[config.mk]
export PLATFORM = sky130hd
export DESIGN_NAME = wtalu_div_stage
export DESIGN_NICKNAME = d
export VERILOG_FILES = /design/src/hw/rtl/wtalu_pkg.sv /design/src/hw/rtl/wtalu_div_stage.sv
export SDC_FILE = /design/constraint.sdc
export NUM_CORES = 1
export LEC_CHECK = 0
export ABC_CLOCK_PERIOD_IN_PS = 1800
export BUFFER_PORTS_ARGS = -buffer_cell sky130_fd_sc_hd__buf_2
export CAP_MARGIN = 20
export CORE_MARGIN = 1.5
export CORE_UTILIZATION = 30
export CTS_BUF_LIST = sky130_fd_sc_hd__clkbuf_4
export DETAILED_ROUTE_END_ITERATION = 16
export GPL_TIMING_DRIVEN = 1
export PLACE_DENSITY = 0.61
export SLEW_MARGIN = 20
export SYNTH_ARGS = -nofsm -noshare
export SYNTH_HDL_FRONTEND = slang
export SYNTH_SLANG_ARGS = --single-unit
[constraint.sdc]
create_clock -name clk -period 1.8 [get_ports clk]
set_clock_uncertainty 0.2 [all_clocks]
set_input_delay 0.09 -clock clk [delete_from_list [all_inputs] [get_ports clk]]
set_output_delay 0.09 -clock clk [all_outputs]
set_load 0.05 [all_outputs]
[src/hw/rtl/wtalu_pkg.sv]
// Shared types, constants and helper functions of the width-typed integer ALU.
package wtalu_pkg;

    localparam int unsigned DATA_W  = 64;
    localparam int unsigned WIDTH_W = 7;
    localparam int unsigned DIV_STAGES = DATA_W;

    typedef enum logic [4:0] {
        OP_ADD  = 5'd0,
        OP_SUB  = 5'd1,
        OP_MUL  = 5'd2,
        OP_UDIV = 5'd3,
        OP_UREM = 5'd4,
        OP_SDIV = 5'd5,
        OP_SREM = 5'd6,
        OP_AND  = 5'd7,
        OP_OR   = 5'd8,
        OP_XOR  = 5'd9,
        OP_SHL  = 5'd10,
        OP_LSHR = 5'd11,
        OP_ASHR = 5'd12,
        OP_EQ   = 5'd13,
        OP_NE   = 5'd14,
        OP_ULT  = 5'd15,
        OP_ULE  = 5'd16,
        OP_UGT  = 5'd17,
        OP_UGE  = 5'd18,
        OP_SLT  = 5'd19,
        OP_SLE  = 5'd20,
        OP_SGT  = 5'd21,
        OP_SGE  = 5'd22
    } mode_t;

    typedef enum logic [2:0] {
        TYPE_I1  = 3'd0,
        TYPE_I8  = 3'd1,
        TYPE_I16 = 3'd2,
        TYPE_I32 = 3'd3,
        TYPE_I64 = 3'd4,
        TYPE_PTR = 3'd5
    } type_code_t;

    localparam logic [0:0] REG_POINTER_WIDTH = 1'b0;

    // Side information that travels with each item down the pipeline.
    typedef struct packed {
        mode_t               mode;
        logic [WIDTH_W-1:0]  width;
        logic                ok;
        logic                neg;
        logic [DATA_W-1:0]   simple;
    } item_t;

    // Working state of the restoring divider.
    typedef struct packed {
        logic [DATA_W-1:0] rem;
        logic [DATA_W-1:0] quo;
        logic [DATA_W-1:0] divisor;
    } div_t;

    function automatic logic [DATA_W-1:0] width_mask(input logic [WIDTH_W-1:0] w);
        logic [DATA_W-1:0] m;
        if (w >= WIDTH_W'(DATA_W)) begin
            m = '1;
        end
        else begin
            m = ~({DATA_W{1'b1}} << w);
        end
        return m;
    endfunction

endpackage

[src/hw/rtl/wtalu_div_stage.sv]
// One restoring division step: a single quotient bit per register stage.
module wtalu_div_stage (
    input  logic              clk,
    input  logic              rst_n,
    input  logic              en,
    input  logic              in_valid,
    input  wtalu_pkg::item_t  in_item,
    input  wtalu_pkg::div_t   in_div,
    output logic              out_valid,
    output wtalu_pkg::item_t  out_item,
    output wtalu_pkg::div_t   out_div
);

    logic [64:0]      trial;
    logic [64:0]      diff;
    logic             valid_reg;
    wtalu_pkg::item_t item_reg;
    wtalu_pkg::div_t  div_reg, div_next;

    always_comb
    begin
        trial = {in_div.rem, in_div.quo[63]};
        diff  = trial - {1'b0, in_div.divisor};
        div_next.divisor = in_div.divisor;
        if (!diff[64]) begin
            div_next.rem = diff[63:0];
            div_next.quo = {in_div.quo[62:0], 1'b1};
        end
        else begin
            div_next.rem = trial[63:0];
            div_next.quo = {in_div.quo[62:0], 1'b0};
        end
    end

    always_ff @(posedge clk or negedge rst_n)
    begin
        if (!rst_n) begin
            valid_reg <= 1'b0;
        end
        else if (en) begin
            valid_reg <= in_valid;
        end
    end

    always_ff @(posedge clk)
    begin
        if (en) begin
            item_reg <= in_item;
            div_reg  <= div_next;
        end
    end

    assign out_valid = valid_reg;
    assign out_item  = item_reg;
    assign out_div   = div_reg;

endmodule

==> results.md <==
* Status: finished with violations
* Violated checks: hold timing, setup timing
* Setup ws final at -0.821 ns
* Num CTS Buffers at 77
* Synth unique cells at 76
* Sw Share at 0.366
* CP Class: input port to register
* Post-synth top flop: edfxtp_1
* EDFF count, synth at 270
* Clock Pin Slew Worst Setup and Hold Paths at 0.06 ns
* Vias at 14.0k
* Initial antenna violation count at 19
* Starting density of the core at 0.303
* Mean Syn Cell Area at 12.9 sq um
* Peak supply drop at 0.000597 V
* Row count at 77
* Fin cells at 2990
* Hold Crit Depth at 1
* Final wirelength at 60.1 mm
* Final Cycle Share at 1.46
* # port buffers at 544
* Maximum clock rate at 382 MHz
* P&R area growth vs syn at 89.0%
* Share of cells above drive strength 1 at 0.462
* Dpl hpwl at 40.0 mm
* Die width at 214 um
* Psw at 7.99 mW
* WHS at -0.728 ns
* GP Congestion at 0.862
* Starting DRT DRC Count at 763
* WL/cell at 20.1 um
* Core ar. at 44000 sq um
* Power Density at 868 nW/um^2
* Die Footprint at 45700 sq um
* Setup violations, final at 66
* Via/cell ratio at 4.69
* Largest net degree at the start of global routing at 60
* Met2 WL at 29.4 mm
* Int Power at 13.9 mW
* Unrepaired setup endpoints after global routing: true
* Crit path required time at 2.12 ns
* Slew Limit Headroom at 0.558
* Root Buffer: clkbuf_4
* DRC Markers at 0
* Area of placed instances at 19000 sq um
* Cells after DPL at 2412
* CP Capture Point: out_div[149]
* Clock Path Buffers at 3
* Sequential area share after synthesis at 0.610
* I/O pins at 545
* Worst slew pin tran at 0.657 ns
* Post-synthesis async set-or-reset flop share at 0.00369
* R2R Path End: out_valid
* Nets at 2667
* Fillers at 3575
* Vias in the first global route at 14.5k
* Seq pwr share at 0.364
* Total global-route track usage at 0.249
* ANT nets after route at 0
* DIE HEIGHT at 214 um
* Min-delay worst type: input port to register
* YS warnings at 0
* # clock sinks at 271
* Worst-skew pair later-pin latency at 0.78 ns
* Fin crit period at 2.62 ns
* R2R depth at 2
* Cell count after synthesis at 1035
* CTS tree: yes
* Met1 wire length at 22.7 mm
* Total chip power at 21.9 mW
* Drt first pass iters at 5
* Reg2Reg Launch Point: out_valid
* Flop2flop setup slack at 0.28 ns
* Slew Viols, Final at 0
* Highest metal used: met5
* Htree depth at 3
* Gr ovfl total at 0
* DP Worst Slack at -1.66 ns
* Endpoints failing hold at 79
* Final instance area at 25200 sq um
* Syn Std Cell Area at 13300 sq um
* Static leakage at 11.4 nW
* Crit. Startpoint: in_div[33]
* CP endpoint kind: register
* Post-synthesis net count at 1374
* Crit Path Max Fanout at 5
* Crit path launch type: input port
* Worst Path Arrival at 2.94 ns
* First-pass GRT wire length at 84.4 mm
* Max-cap violations at 0
* Clock group share of total power at 0.268
* Yosys reg bits at 271
* Gate power share at 0.368
* WL met3 at 4.94 mm
==> layout make-up <==
type / instances / area (sq um) / share of cell area
flip-flops and latches: 271 / 8130 / 0.323
well taps: 592 / 741 / 0.0294
multi-input cells: 641 / 5390 / 0.214
clock buffers: 103 / 773 / 0.0307
clock inverters: 31 / 168 / 0.00665
inverters: 88 / 360 / 0.0143
diodes: 15 / 37.5 / 0.00149
repair buffers: 1249 / 9600 / 0.381
==> stage by stage <==
| step | utilization | TNS, ns |
|---|---|---|
| 2_1_floorplan | - | -80.89 |
| 5_1_grt | 0.572 | -49.30 |
| 3_5_place_dp | 0.431 | -100.94 |
| 3_3_place_gp | 0.431 | -96.58 |
| 6_report | 0.572 | -45.59 |
| 4_1_cts | 0.558 | -36.16 |
==> sequential cells by signal, indices dropped and copies added (netlist names) <==
signal / cells
out_div: 192
out_item: 78
out_valid: 1
==> placed cells by master (no fill, tap or decap), types with 45 or more instances in the layout <==
cell / n
inv_1: 79
nor2_1: 46
buf_2: 447
a21oi_1: 69
clkbuf_4: 114
buf_4: 334
ha_1: 45
nand2_1: 66
edfxtp_1: 270
dlygate4sd3_1: 406
==> worst max-delay path, cell delays in order <==
cell and delay [ns]:
buf_2 0.11, inv_1 0.10, ha_4 0.21, a21o_1 0.20, a21o_1 0.21, a21oi_4 0.22, o221ai_1 0.16, o21ba_4 0.29
a211oi_2 0.09, or3_4 0.38, and3_4 0.20, inv_8 0.09, buf_12 0.12, buf_12 0.12, mux2_2 0.33
==> cell families after synthesis <==
| logic type | after synthesis | synth area share |
|---|---|---|
| flops | 271 | 0.610 |
| compound gates | 240 | 0.118 |
| simple gates | 222 | 0.0859 |
| buf+inv | 123 | 0.0392 |
| fa+ha+maj | 65 | 0.0616 |
| mux | 60 | 0.0501 |
| xor+xnor | 54 | 0.0355 |
==> worst min-delay path by stage <==
stage                     from          end  slack (ns)
finish              in_div[42]  out_div[42]       -0.73
global route        in_div[47]  out_div[47]       -0.82
CTS                 in_div[47]  out_div[47]       -0.83
detailed placement       rst_n    out_valid       -0.33
global placement         rst_n    out_valid       -0.34
floorplan                rst_n    out_valid       -0.41
==> power by group through the flow <==
| stage | Sequential, mW | Clock (mW) | Combinational [mW] |
|---|---|---|---|
| final | 7.96 | 5.87 | 8.04 |
| after global routing | 8.01 | 6.31 | 8.45 |
| after CTS | 7.94 | 5.87 | 7.70 |
| after detailed placement | 8.04 | 0 | 6.53 |
| after global placement | 8.04 | 0 | 6.48 |
| after floorplan | 10.3 | 0 | 1.83 |
==> cells in the mapped netlist, types with 6 or more instances <==
master / n / area [sq um]
nand2_1: 67 / 251
nand3_1: 11 / 55.1
a21o_1: 32 / 240
and3_1: 10 / 62.6
xor2_1: 22 / 193
xnor2_1: 32 / 280
o31ai_1: 6 / 45.0
a211oi_1: 6 / 45.0
nor2_1: 46 / 173
edfxtp_1: 270 / 8110
a31oi_1: 10 / 62.6
nand2b_1: 8 / 50.1
nand4_1: 20 / 125
a21oi_1: 78 / 390
clkbuf_1: 19 / 71.3
mux2i_1: 9 / 90.1
o21ai_0: 41 / 205
ha_1: 64 / 801
nor2b_1: 13 / 81.3
buf_2: 6 / 30.0
mux2_2: 50 / 563
o21bai_1: 13 / 97.6
o21a_1: 9 / 67.6
nor3_1: 14 / 70.1
inv_1: 87 / 327
==> what timing repair did <==
item,in CTS,in global routing
setup buffers,14,7
endpoints found under the hold margin,541,89
pin swaps,16,27
setup endpoints to repair,121,113
gates resized for setup,161,113
cloned,2,1
hold buffers,386,20
==> routing by layer <==
layer	GRT usage	up-vias
met2	0.427	589
met3	0.0785	150
li1	-	6516
met4	0.126	14
met1	0.278	6769
met5	0	-
Note: power is estimated with default switching activity, not from simulation.
