--- config.mk ---
export PLATFORM = sky130hd
export DESIGN_NAME = wtalu_back
export DESIGN_NICKNAME = d
export VERILOG_FILES = /design/src/hw/rtl/wtalu_pkg.sv /design/src/hw/rtl/wtalu_back.sv
export SDC_FILE = /design/constraint.sdc
export NUM_CORES = 1
export LEC_CHECK = 0
export ABC_AREA = 1
export BUFFER_PORTS_ARGS = -buffer_cell sky130_fd_sc_hd__buf_2
export CAP_MARGIN = 25
export CORE_MARGIN = 2
export CORE_UTILIZATION = 35
export DETAILED_ROUTE_END_ITERATION = 8
export PLACE_DENSITY = 0.67
export SETUP_SLACK_MARGIN = 0.4
export SLEW_MARGIN = 20
export SYNTH_ARGS = -nofsm -noshare
export SYNTH_HDL_FRONTEND = slang
export SYNTH_SLANG_ARGS = --single-unit
--- constraint.sdc ---
create_clock -name clk -period 0.8 [get_ports clk]
set_input_delay 0.12 -clock clk [delete_from_list [all_inputs] [get_ports clk]]
set_output_delay 0.12 -clock clk [all_outputs]
set_load 0.03 [all_outputs]
--- src/hw/rtl/wtalu_pkg.sv ---
// Shared types, constants and helper functions of the width-typed integer ALU.
package wtalu_pkg;

    localparam int unsigned DATA_W  = 64;
    localparam int unsigned WIDTH_W = 7;
    localparam int unsigned DIV_STAGES = DATA_W;

    typedef enum logic [4:0] {
        OP_ADD  = 5'd0,
        OP_SUB  = 5'd1,
        OP_MUL  = 5'd2,
        OP_UDIV = 5'd3,
        OP_UREM = 5'd4,
        OP_SDIV = 5'd5,
        OP_SREM = 5'd6,
        OP_AND  = 5'd7,
        OP_OR   = 5'd8,
        OP_XOR  = 5'd9,
        OP_SHL  = 5'd10,
        OP_LSHR = 5'd11,
        OP_ASHR = 5'd12,
        OP_EQ   = 5'd13,
        OP_NE   = 5'd14,
        OP_ULT  = 5'd15,
        OP_ULE  = 5'd16,
        OP_UGT  = 5'd17,
        OP_UGE  = 5'd18,
        OP_SLT  = 5'd19,
        OP_SLE  = 5'd20,
        OP_SGT  = 5'd21,
        OP_SGE  = 5'd22
    } mode_t;

    typedef enum logic [2:0] {
        TYPE_I1  = 3'd0,
        TYPE_I8  = 3'd1,
        TYPE_I16 = 3'd2,
        TYPE_I32 = 3'd3,
        TYPE_I64 = 3'd4,
        TYPE_PTR = 3'd5
    } type_code_t;

    localparam logic [0:0] REG_POINTER_WIDTH = 1'b0;

    // Side information that travels with each item down the pipeline.
    typedef struct packed {
        mode_t               mode;
        logic [WIDTH_W-1:0]  width;
        logic                ok;
        logic                neg;
        logic [DATA_W-1:0]   simple;
    } item_t;

    // Working state of the restoring divider.
    typedef struct packed {
        logic [DATA_W-1:0] rem;
        logic [DATA_W-1:0] quo;
        logic [DATA_W-1:0] divisor;
    } div_t;

    function automatic logic [DATA_W-1:0] width_mask(input logic [WIDTH_W-1:0] w);
        logic [DATA_W-1:0] m;
        if (w >= WIDTH_W'(DATA_W)) begin
            m = '1;
        end
        else begin
            m = ~({DATA_W{1'b1}} << w);
        end
        return m;
    endfunction

endpackage

--- src/hw/rtl/wtalu_back.sv ---
// Back end: selects quotient, remainder or simple result; sign fix, truncation and output register.
module wtalu_back (
    input  logic              clk,
    input  logic              rst_n,
    input  logic              en,
    input  logic              in_valid,
    input  wtalu_pkg::item_t  in_item,
    input  wtalu_pkg::div_t   in_div,
    output logic              out_valid,
    output logic [63:0]       result_value,
    output logic              foldable
);

    logic [63:0] r;
    logic        valid_reg;
    logic [63:0] result_reg, result_next;
    logic        ok_reg;

    always_comb
    begin
        unique case (in_item.mode)
            wtalu_pkg::OP_UDIV, wtalu_pkg::OP_SDIV: r = in_div.quo;
            wtalu_pkg::OP_UREM, wtalu_pkg::OP_SREM: r = in_div.rem;
            default:                                r = in_item.simple;
        endcase
        if (in_item.neg) begin
            r = 64'd0 - r;
        end
        result_next = in_item.ok ? (r & wtalu_pkg::width_mask(in_item.width)) : 64'd0;
    end

    always_ff @(posedge clk or negedge rst_n)
    begin
        if (!rst_n) begin
            valid_reg <= 1'b0;
        end
        else if (en) begin
            valid_reg <= in_valid;
        end
    end

    always_ff @(posedge clk)
    begin
        if (en) begin
            result_reg <= result_next;
            ok_reg     <= in_item.ok;
        end
    end

    assign out_valid    = valid_reg;
    assign result_value = result_reg;
    assign foldable     = ok_reg;

endmodule

==> summary.md <==
| Metric | Value |
|---|---|
| Endpoints failing setup | 130 |
| Fill cell count | between 1500 and 2000 |
| Synth warnings | 0 |
| Predominant post-synthesis flop cell | edfxtp_1 |
| Top Layer Used | met4 |
| CP Launch Type | input pin |
| PwrDens | roughly 1200 nW/um2 |
| First-pass GRT wire length | 53900 um |
| Hpwl dp | 28600 um |
| Main area contributors after synthesis | edfxtp_1 28%, nand3_1 16%, nand2_1 15% |
| Vias in the first global route | between 9000 and 10000 |
| Adder-cell share of the synthesized area | 0.179% |
| Min Hold Slack | 0.0198 ns |
| Sequential area share after synthesis | 28.2% |
| Hold path cells | 2 |
| Status | finished, violations left |
| RR Endpoint | out_valid$_DFFE_PN0P_ |
| DRT met1 WL | 15900 um |
| Worst-path cell chain | buf_12, inv_16, nand2_8, nor2_4, nand2_4, buf_12, nand3_1, nand3_4, inv_2, nand2_1, nor2_1, nand2_1, nand2_1, nand2_1, nor2_4, nand2_2, o21ai_2, a21oi_1 |
| IO Port Bufs | 275 |
| Clock share of power | 25.7% |
| Max Clock Freq | around 470 MHz |
| Synth Area in Simple Gates | 47.6% |
| Reg2Reg Launch Point | out_valid$_DFFE_PN0P_ |
| Hold Fails Final Rpt | 0 |
| WL met3 | 2880 um |
| CTS tree | done |
| Post-synthesis xor/xnor area fraction | under 10% |
| P_int | 9.97 mW |
| Clk Latency, worst-skew pair | 0.33 ns |
| Net Sw Power | between 5 and 6 mW |
| Switching share of total power | 35.8% |
| RSZ-0062 raised after global routing | true |
| R2R setup slack | 0.03 ns |
| Worst path most repeated cell | nand2_1 |
| Layout Nets | 2002 |
| Fin crit period | 2.13 ns |
| Wire length per cell | 17.8 um |
| Max Slew Vio Count | 0 |
| Core area | 19500 um2 |
| Hold WC Path Type | in -> reg |
| Final Util | 67.5% |
| Syn Nets | 1463 |
| Main combinational cell family by area after synthesis | simple AND/OR/NAND/NOR gates |
| Logic pwr share | 46.3% |
| Cell Rows | 51 |
| DRC | 0 |
| Reg power frac | roughly 28% |
| Clk sinks | 66 |
| Worst Path Required | 0.87 ns |
| Vias | 10100 |
| Proportion of layout cells with a drive suffix above 1 | 49.6% |
| Commonest cells in the netlist | 282 x nand2_1, 227 x nand3_1, 209 x nor2_1 |
| Fraction of synthesized area in multiplexers | 0.161% |
| Setup crit end kind | flop |
| Slowest cell on the critical path | nor2_4 |
| CTS Buf Count | 9 |
| Overall Global Routing Usage | between 30 and 40% |
| CP startpoint | in_item[76] |
| Depth of the CTS H-tree | 3 |
| Clk root buf | clkbuf_16 |
| Largest area contributor in the netlist | edfxtp_1 |
| IO Pins | between 300 and 400 |
| Die area | 21100 um2 |
| Clock Tree Buf Depth | 2 |
| Die W | 145 um |
| Syn_area_per_cell | 5.89 um2 |
| Iteration-0 DRC Markers | 974 |
| Post-synthesis register bit count | 66 |
| Clock slew at reported path FFs | 0.05 ns |
| Netlist cell types | between 40 and 50 |
| Gpl congestion | about 1 |
| Post-synth top area share | 27.9% |
| Final worst slack | -1.33 ns |
| Drt first pass iters | 5 |
| Mapped cell area | 7000 um2 |
| CP max FO | 30 |
| Initial antenna violation count | 0 |
| Max stage delay on crit path | 0.27 ns |
| GRT overflow | 0 |
| Crit share post-route | 266% |
| Failing checks | setup timing |
| Synthesized instance count | roughly 1200 |
| Most common cell in the synthesized netlist | nand2_1 |
| WL met2 | between 15000 and 20000 um |
| Area fraction in compound gates after synthesis | roughly 11% |
| Crit path DAT | 2.20 ns |
| Worst Setup EP | result_value[42]$_SDFFCE_PN0P_ |
| Number of flops mapped to enable cells by yosys | 65 |
| Clock skew | 0 ns |
| FF-to-FF path depth | 1 |
| Pin count of the biggest net entering global routing | 40 |
| Die H | 145 um |
| Antenna viol nets, final | 0 |
| MaxCap Viol Count | 0 |
| Setup CP Type | in -> reg |
| VDD IR max | 0.933 mV |
| Routed WL | 35600 um |
| Tightest Pin Transition | around 0.49 ns |
| Asr flop ratio synth | around 1.5% |
| Worst relative slew slack | approximately two thirds |
| Leak | 6.53 nW |
| Starting density of the core | between 30% and 40% |
| Area Overhead vs Synth | 88.4% |
| Number of vias per cell | between 5 and 6 |
registers in the layout, summed over array words and instances (netlist names):
| name | flops |
|---|---|
| result_value | 64 |
| out_valid | 1 |
| foldable | 1 |
critical path, delay by kind of cell:
| kind | cells | cell delay (ns) |
|---|---|---|
| AO/OA/AOI/OAI | 2 | 0.17 |
| AND/OR/NAND/NOR | 12 | 1.44 |
| buffers and inverters | 4 | 0.46 |
worst min path at each step:
stage | from | to
floorplan | rst_n | out_valid$_DFFE_PN0P_
global placement | rst_n | out_valid$_DFFE_PN0P_
detailed placement | rst_n | out_valid$_DFFE_PN0P_
CTS | in_valid | out_valid$_DFFE_PN0P_
global route | in_valid | out_valid$_DFFE_PN0P_
finish | in_valid | out_valid$_DFFE_PN0P_
cells in the final DEF (no fill, tap or decap), types with 15 or more instances in the layout:
| master | Yosys | routed |
|---|---|---|
| buf_6 | 3 | 80 |
| a21oi_1 | 55 | 44 |
| nand2_2 | 6 | 50 |
| nand3_2 | 1 | 43 |
| inv_1 | 138 | 129 |
| nor2_2 | 5 | 53 |
| o21ai_1 | 8 | 16 |
| o21ai_0 | 64 | 46 |
| buf_12 | 0 | 19 |
| nand3_1 | 227 | 176 |
| nor2_4 | 3 | 43 |
| nand2_1 | 282 | 222 |
| nor2_1 | 209 | 121 |
| buf_2 | 16 | 204 |
| buf_4 | 3 | 262 |
| nand2_4 | 1 | 15 |
| edfxtp_1 | 65 | 65 |
per-stage QoR:
stage	instance area (um2)	power [mW]	std cells	worst slack, ns	TNS [ns]
4_1_cts	13000	15.3	1993	-1.21	-80.76
6_report	13200	15.5	1998	-1.33	-85.49
3_3_place_gp	11000	10.1	1945	-1.81	-102.35
5_1_grt	13200	16.1	1997	-1.43	-95.04
3_5_place_dp	11000	10.1	1945	-1.88	-105.94
2_1_floorplan	7450	7.20	1188	-1.19	-64.35
cell type report:
cell class	instances	area, um2	area share, %
multi-input cells	930	5470	41.5
repair buffers	575	4520	34.3
flip-flops and latches	66	1980	15.0
inverters	145	581	4.40
well taps	265	332	2.51
clock buffers	14	264	2.00
clock inverters	2	37.5	0.285
diodes	1	2.50	0.0190
per-layer routing:
| layer | GRT usage, % | vias up |
|---|---|---|
| li1 | - | 4977 |
| met1 | 47.7 | 4613 |
| met2 | 51.9 | 508 |
| met3 | 3.86 | 49 |
| met4 | 9.31 | 0 |
| met5 | 0 | - |
power groups by stage:
stage	Clock [mW]	Sequential [mW]	Combinational, mW
final	3.99	4.36	7.19
after global routing	4.12	4.40	7.63
after CTS	4.01	4.35	6.92
after detailed placement	0	4.33	5.82
after global placement	0	4.33	5.81
after floorplan	0	4.98	2.22
repair_timing:
item / CTS / global route
cloned: 7 / 0
hold buffers: 1 / 0
setup endpoints to repair: 197 / 191
pin swaps: 44 / 16
buffers inserted: 24 / 4
resized for setup: 359 / 43
hold endpoints to repair: 1 / 0
cell families (layout without fill, tap and decap cells):
group,Yosys count,in the layout
other cells,0,1
mux,1,1
xor+xnor,12,12
buf+inv,192,736
compound gates,146,146
flops,66,66
fa+ha+maj,1,1
simple gates,770,770
Note: power is estimated with default switching activity, not from simulation.
